File: src/design/pscrc_pkg.sv
// Shared constants, types and the byte-wise CRC-32 update for the path hash core.
// No dependencies.
`timescale 1ns / 1ps

package pscrc_pkg;

   localparam int unsigned CRC_WIDTH  = 32;
   localparam int unsigned BYTE_WIDTH = 8;
   localparam int unsigned HASH_WIDTH = 2 * CRC_WIDTH;

   localparam logic [CRC_WIDTH-1:0]  CRC_POLY   = 32'hEDB8_8320;
   localparam logic [CRC_WIDTH-1:0]  CRC_INIT   = 32'hFFFF_FFFF;
   localparam logic [BYTE_WIDTH-1:0] SLASH_BYTE = 8'h2F;

   typedef struct packed {
      logic step;
      logic last;
   } step_ctl_type;

   function automatic logic [CRC_WIDTH-1:0] crc_byte(
      input logic [CRC_WIDTH-1:0]  crc,
      input logic [BYTE_WIDTH-1:0] data
   );
      logic [CRC_WIDTH-1:0] c;
      c = crc ^ {{(CRC_WIDTH-BYTE_WIDTH){1'b0}}, data};
      for (int k = 0; k < BYTE_WIDTH; k++) begin
         c = c[0] ? (CRC_POLY ^ (c >> 1)) : (c >> 1);
      end
      return c;
   endfunction

endpackage

File: src/design/pscrc_hash_engine.sv
// CRC state for the path hash: whole-prefix CRC, segment CRC and latched folder hash.
// Depends on pscrc_pkg.
`timescale 1ns / 1ps

module pscrc_hash_engine (
   input  logic                              clock,
   input  logic                              reset,
   input  pscrc_pkg::step_ctl_type           ctl,
   input  logic [pscrc_pkg::BYTE_WIDTH-1:0]  path_byte,
   output logic [pscrc_pkg::CRC_WIDTH-1:0]   folder_hash,
   output logic [pscrc_pkg::CRC_WIDTH-1:0]   file_hash
);

   logic [pscrc_pkg::CRC_WIDTH-1:0] prefix_ff, prefix_in;
   logic [pscrc_pkg::CRC_WIDTH-1:0] segment_ff, segment_in;
   logic [pscrc_pkg::CRC_WIDTH-1:0] folder_ff, folder_in;
   logic [pscrc_pkg::CRC_WIDTH-1:0] prefix_next, segment_next, folder_next;
   logic                            is_slash;

   always_comb begin
      is_slash    = (path_byte == pscrc_pkg::SLASH_BYTE);
      prefix_next = pscrc_pkg::crc_byte(prefix_ff, path_byte);
      if (is_slash) begin
         segment_next = pscrc_pkg::CRC_INIT;
         folder_next  = ~prefix_ff;
      end else begin
         segment_next = pscrc_pkg::crc_byte(segment_ff, path_byte);
         folder_next  = folder_ff;
      end
      folder_hash = folder_next;
      file_hash   = ~segment_next;

      prefix_in  = prefix_ff;
      segment_in = segment_ff;
      folder_in  = folder_ff;
      if (ctl.step) begin
         if (ctl.last) begin
            prefix_in  = pscrc_pkg::CRC_INIT;
            segment_in = pscrc_pkg::CRC_INIT;
            folder_in  = '0;
         end else begin
            prefix_in  = prefix_next;
            segment_in = segment_next;
            folder_in  = folder_next;
         end
      end
   end

   always_ff @(posedge clock) begin
      if (reset) begin
         prefix_ff  <= pscrc_pkg::CRC_INIT;
         segment_ff <= pscrc_pkg::CRC_INIT;
         folder_ff  <= '0;
      end else begin
         prefix_ff  <= prefix_in;
         segment_ff <= segment_in;
         folder_ff  <= folder_in;
      end
   end

endmodule

File: src/design/path_split_crc32_hash_core.sv
// Top level of the path hash core: input register, CRC engine, result register.
// Depends on pscrc_pkg and pscrc_hash_engine.
`timescale 1ns / 1ps
//
//  channel  | ports                                         | direction
//  ---------+-----------------------------------------------+----------
//  request  | req_valid req_ready req_path_byte             | in
//           | req_end_of_path                               |
//  response | rsp_valid rsp_ready rsp_path_hash             | out
//           | rsp_folder_hash rsp_file_hash                 |
//
//  One path byte per cycle unless a final byte waits; the CRC update is one byte-wide XOR network.
//  A result shows on rsp_valid once its final byte has passed the input register and the result register.
//  Reset clears both CRCs to all ones and the folder hash to zero.
//  A stalled result holds; bytes that do not end a path still advance behind it,
//  and a final byte waits in the input register until the result register frees.

module path_split_crc32_hash_core (
   input  logic                              clock,
   input  logic                              reset,
   input  logic                              req_valid,
   output logic                              req_ready,
   input  logic [pscrc_pkg::BYTE_WIDTH-1:0]  req_path_byte,
   input  logic                              req_end_of_path,
   output logic                              rsp_valid,
   input  logic                              rsp_ready,
   output logic [pscrc_pkg::HASH_WIDTH-1:0]  rsp_path_hash,
   output logic [pscrc_pkg::CRC_WIDTH-1:0]   rsp_folder_hash,
   output logic [pscrc_pkg::CRC_WIDTH-1:0]   rsp_file_hash
);

   logic                             in_valid_ff, in_valid_in;
   logic [pscrc_pkg::BYTE_WIDTH-1:0] in_byte_ff;
   logic                             in_last_ff;
   logic                             rsp_valid_ff, rsp_valid_in;
   logic [pscrc_pkg::CRC_WIDTH-1:0]  folder_ff, file_ff;
   logic [pscrc_pkg::CRC_WIDTH-1:0]  folder_hash, file_hash;
   logic                             out_free, accept;
   pscrc_pkg::step_ctl_type          ctl;

   always_comb begin
      out_free    = !rsp_valid_ff || rsp_ready;
      ctl.step    = in_valid_ff && (!in_last_ff || out_free);
      ctl.last    = in_last_ff;
      req_ready   = !in_valid_ff || ctl.step;
      accept      = req_valid && req_ready;
      in_valid_in = accept || (in_valid_ff && !ctl.step);
      if (ctl.step && ctl.last) begin
         rsp_valid_in = 1'b1;
      end else begin
         rsp_valid_in = rsp_valid_ff && !rsp_ready;
      end
   end

   pscrc_hash_engine u_engine (
      .clock       (clock),
      .reset       (reset),
      .ctl         (ctl),
      .path_byte   (in_byte_ff),
      .folder_hash (folder_hash),
      .file_hash   (file_hash)
   );

   always_ff @(posedge clock) begin
      if (reset) begin
         in_valid_ff  <= 1'b0;
         rsp_valid_ff <= 1'b0;
      end else begin
         in_valid_ff  <= in_valid_in;
         rsp_valid_ff <= rsp_valid_in;
      end
   end

   always_ff @(posedge clock) begin
      if (accept) begin
         in_byte_ff <= req_path_byte;
         in_last_ff <= req_end_of_path;
      end
      if (ctl.step && ctl.last) begin
         folder_ff <= folder_hash;
         file_ff   <= file_hash;
      end
   end

   assign rsp_valid       = rsp_valid_ff;
   assign rsp_folder_hash = folder_ff;
   assign rsp_file_hash   = file_ff;
   assign rsp_path_hash   = {folder_ff, file_ff};

endmodule

File: config.mk
export PLATFORM = sky130hd
export DESIGN_NAME = path_split_crc32_hash_core
export DESIGN_NICKNAME = d
export VERILOG_FILES = /design/src/design/pscrc_pkg.sv /design/src/design/pscrc_hash_engine.sv /design/src/design/path_split_crc32_hash_core.sv
export SDC_FILE = /design/constraint.sdc
export NUM_CORES = 1
export LEC_CHECK = 0
export BUFFER_PORTS_ARGS = -buffer_cell sky130_fd_sc_hd__buf_2
export CAP_MARGIN = 25
export CORE_ASPECT_RATIO = 0.8
export CORE_MARGIN = 2
export CORE_UTILIZATION = 56
export CTS_CLUSTER_DIAMETER = 100
export DETAILED_ROUTE_END_ITERATION = 8
export PLACE_DENSITY = 0.9
export SLEW_MARGIN = 20
export SYNTH_ARGS = -nofsm -noshare
export SYNTH_HDL_FRONTEND = slang
export SYNTH_SLANG_ARGS = --single-unit
File: constraint.sdc
create_clock -name clock -period 6.6 [get_ports clock]
set_input_delay 1.32 -clock clock [delete_from_list [all_inputs] [get_ports clock]]
set_output_delay 1.32 -clock clock [all_outputs]
set_load 0.02 [all_outputs]
== Word-level counts from Yosys, hierarchy flattened ==
Index checks and enable logic that the tools add are counted.

* Add/sub/neg operators: 0
* $mul: 0
* Divide/modulo/power cells: 0
* Magnitude comparators: 0
* Equality and inequality tests: 1
* Shift operators: 0
* Mux-type cells: 22
* Bitwise logic cells: 20
* Reduce and logical (&&, ||, !) cells: 14

{| class="wikitable"
|+ Operators with widths
! operator !! number
|-
| two-way mux 32 bit || 21
|-
| NOT 13 -> 14 bit || 16
|-
| NOT 32 bit || 2
|-
| XOR 32 x 8 -> 32 bit || 2
|-
| equality test 8 x 6 -> 1 bit (second input constant) || 1
|-
| logical AND 1 bit || 5
|-
| logical NOT 1 bit || 5
|-
| logical OR 1 bit || 4
|-
| two-way mux 1 bit || 1
|}

* Register bits: 171
* Bits in latches: 0
* Bits in writable memories: 0
* ROM bits: 0
* Input bits: 13
* Output and inout port bits: 130
* Logic and storage cells: 66
* Memories kept: 0

== Depth between registers and ports, before layout ==
* Depth in word-level cells: 19
* Gate-level depth with buffers: 6
* Depth with buffers taken out: 5

== Modules after synthesis ==
A second synthesis with hierarchy kept.

* Cells, all modules: 767
* Area, all modules: 8037.7 um2

{| class="wikitable"
|+ By module, submodules not included
! module !! instances !! cells an instance !! area an instance (um2) !! seq. area each (um2)
|-
| pscrc_hash_engine || 1 || 618 || 5261.3 || 1921.8
|-
| path_split_crc32_hash_core || 1 || 149 || 2776.4 || 2232.1
|}

== Worst setup path before layout ==
No wires, ideal clock.

* Path kind: input port to flip-flop
* Start point: in rsp_ready
* End point: reg u_engine.segment_ff[24] in the netlist's numbering
* Library setup time: 0.058 ns
* Data arrival time: 5.356 ns
* Required time: 6.542 ns
* Path slack: 1.185 ns
* Cell stages on the path: 6
* Buffers on the path: 1
* Cells stage by stage: nor2b_1 > nor2_1 > nor2_1 > nand2_1 > clkbuf_1 > o22a_1

* Longest elaborated chain between the ends: 3

{| class="wikitable"
|+ RTL lines
! what !! RTL line !! RTL
|-
| start, declared || path_split_crc32_hash_core.sv:26 || <nowiki>input logic rsp_ready,</nowiki>
|-
| logical OR 1 bit || path_split_crc32_hash_core.sv:42 || <nowiki>out_free = !rsp_valid_ff || rsp_ready;</nowiki>
|-
| logical OR 1 bit || path_split_crc32_hash_core.sv:43 || <nowiki>ctl.step = in_valid_ff && (!in_last_ff || out_free);</nowiki>
|-
| logical AND 1 bit || path_split_crc32_hash_core.sv:43 ||
|-
| end signal, assigned || pscrc_hash_engine.sv:52 || <nowiki>segment_ff <= pscrc_pkg::CRC_INIT;</nowiki>
|-
| end signal, assigned || pscrc_hash_engine.sv:56 || <nowiki>segment_ff <= segment_in;</nowiki>
|-
| end, declared || pscrc_hash_engine.sv:15 || <nowiki>logic [pscrc_pkg::CRC_WIDTH-1:0] segment_ff, segment_in;</nowiki>
|}

Every way passes these cells.
A chain may end at the register's enable or synchronous reset.

== Final worst setup path ==
* Start point: in rsp_ready
* End point: out req_ready

* Longest elaborated chain between the ends: 4

{| class="wikitable"
|+ RTL lines
! what !! RTL line !! RTL
|-
| logical OR 1 bit || path_split_crc32_hash_core.sv:42 ||
|-
| logical OR 1 bit || path_split_crc32_hash_core.sv:43 ||
|-
| logical AND 1 bit || path_split_crc32_hash_core.sv:43 ||
|-
| logical OR 1 bit || path_split_crc32_hash_core.sv:45 || <nowiki>req_ready = !in_valid_ff || ctl.step;</nowiki>
|-
| end, declared || path_split_crc32_hash_core.sv:22 || <nowiki>output logic req_ready,</nowiki>
|}

Every way passes these cells.

==> metrics <==
Area Overhead vs Synth 12.59%; Sink Count 171; Die X 136.3 um; Crit path arrival time 2.23 ns; H-tree levels 4; pin count of the biggest net entering global routing 87; Fmax 282.0 MHz; Distinct cells, synth 32; TritonCTS Buffers 17; Routed WL per cell 17.32 um; Mean Syn Cell Area 11.19 sq um; sequential power share 0.418; Synth Net Count 714; clock root cell clkbuf_16; row cnt 38; final setup margin 3.054 ns; Setup violations, final 0; sequence of cells on the critical path buf_2 -> nor2b_1 -> nand3_1 -> buf_2; first-pass GRT wire length 26400 um; ANT cells 0; Synth Warn # 0; relative slew slack 0.3422; Top FF cell, synth dfxtp_1; Die ar. 14980 sq um; crit-path max FO 5; Bufs and invs on worst path 2; clock share of power 0.322; initial antenna violation count 0; Worst Skew 0.01206 ns; ys async rst share 0; Post-Place Cells 930; M3 GR Usage 0.04518; post_cts resized 0; filler instances 1000; M1 GR Usage 0.3293; Top Family by Delay on Critical Path simple AND/OR/NAND/NOR gates; Worst path max stage delay 0.41 ns; Port Buffers 142; status finished, final reports clean; residual DRC count 0; Hold Path Depth 1; Netlist Area Pre-Place 7844 sq um; num ports 143; vias post-DR 5322; share of layout cells above drive strength 1 0.2711; commonest non-fill, non-tap cell in the layout buf_2; Max clock buf depth 2; Sw Share 0.3161; sequential area share after synthesis 0.5296; Crit-path slowest cell nor2b_1; Reg clk slew, reported paths 0.06 ns; Most common cell on crit path buf_2; via count of the first global-routing pass 4891; pre-CTS setup slack 3.061 ns; Cell Int Power 2.105 mW; Comb power frac 0.260; post-layout net count 782; Via-to-Cell Ratio 5.532; postcts setup bufs 0; FF-to-FF path depth 4; initial core utilization 0.5748; Psw 973.0 uW; crit end category output port; final hold viol count 0; Layout Cells excl Fill 962; Static Leakage 3.398 nW; GRT overflow 0; TritonCTS clock tree built; Routability Congestion 0.8939; measured slew at the worst slew-check pin 0.9866 ns; post-route ant nets 0; Slew Limit Fails 0; Seq cells post-synth 171; Max VDD drop 0.2326 mV; GR Layer Usage met2 0.3643; DP HPWL 11170 um; GRT Max-Usage Layer met2; Final Cycle Share 0.5373; WL final 16660 um; Fin Setup TNS 0 ns; total track usage 0.2336; CP required 5.28 ns; core area 13650 sq um; Hold Crit Class register to register; RSZ-0062 raised after global routing no; critical path launch point type primary input; Pre-antenna DRT Iters 5; Clock Latency Late Sink 0.44 ns; Syn Inst Count 701; most frequent cells in the layout 142 x buf_2, 98 x dfxtp_1, 83 x xnor2_1; Post-synth EDFFs 73; maxcap violations 0; min Tclk post-route 3.546 ns; DR iter-0 viols 401; Die Ht 109.9 um; instance count on the critical path 4; pwr dens 348.5 nW/um^2; critical path type primary input to output port; cts hold-fix bufs 0
[final timing paths]
path | from | end | slack, ns
worst max register to register | in_byte_ff[1] | u_engine.segment_ff[4] | 3.73
worst max-delay path | rsp_ready | req_ready | 3.05
worst min-delay path | u_engine.segment_ff[13] | u_engine.segment_ff[13] | 0.49
worst min register to register | u_engine.segment_ff[13] | u_engine.segment_ff[13] | 0.49
[cell type report]
type                    count  area (sq um)  share of cell area
flip-flops and latches    171          4154              0.4704
multi-input cells         429          3103              0.3514
repair buffers            148         755.7             0.08558
clock buffers              17         425.4             0.04817
well taps                 180         225.2             0.02550
clock inverters            15         160.2             0.01814
inverters                   2         7.507           0.0008501
[flip-flops by register name, indices dropped and copies added, names as in the netlist]
name and cells:
u_engine.segment_ff 32, u_engine.folder_ff 32, u_engine.prefix_ff 32, rsp_file_hash 32, rsp_valid 1, rsp_folder_hash 32
in_byte_ff 8, in_last_ff 1, in_valid_ff 1
[stage by stage]
step	util	total power, mW	instance area (sq um)	hold WS [ns]
after floorplan	-	1.929	7844	0.4557
after global placement	0.6043	2.072	8245	0.4640
after detailed placement	0.6043	2.088	8245	0.4733
after CTS	0.6472	3.078	8831	0.4887
after global routing	0.6472	3.208	8831	0.5028
final	0.6472	3.078	8831	0.4883
[worst register-to-register path: stages (launching register included)]
cell and delay [ns]:
edfxtp_1 0.55, nand4_1 0.23, or4_2 1.14, nand2_1 0.65
o22a_1 0.23
[power groups by stage]
stage	Sequential, mW	Combinational [mW]	Clock, mW
global placement	1.30	0.768	0
CTS	1.29	0.795	0.998
detailed placement	1.31	0.781	0
global route	1.30	0.862	1.05
finish	1.29	0.800	0.990
floorplan	1.32	0.610	0
[per-layer routing]
| layer | share of wire | up-vias | routed length (um) |
|---|---|---|---|
| met2 | 0.46 | 221 | 7616 |
| met1 | 0.46 | 2590 | 7669 |
| li1 | - | 2487 | - |
| met5 | 0 | - | 0 |
| met4 | 0.017 | 0 | 278 |
| met3 | 0.066 | 24 | 1096 |
[cells in the mapped netlist (11+ instances only)]
cell type | number | share of area
clkbuf_1 | 31 | 0.015
buf_4 | 64 | 0.061
xnor2_1 | 83 | 0.093
o211ai_1 | 32 | 0.031
o21ai_0 | 39 | 0.025
xnor2_2 | 16 | 0.033
xor2_1 | 30 | 0.033
dfxtp_1 | 98 | 0.25
o22a_1 | 16 | 0.018
nor2_1 | 66 | 0.032
edfxtp_1 | 73 | 0.28
a2bb2oi_1 | 37 | 0.041
a21oi_1 | 11 | 0.0070
nand2_1 | 71 | 0.034
[logic make-up (layout without fill, tap and decap cells)]
kind of cell / after synthesis / after routing / synth area share
compound gates: 144 / 144 / 0.1289
buf+inv: 101 / 182 / 0.07928
simple gates: 146 / 146 / 0.07354
xor+xnor: 139 / 139 / 0.1887
flops: 171 / 171 / 0.5296
Power figures use the tool's default switching activity.
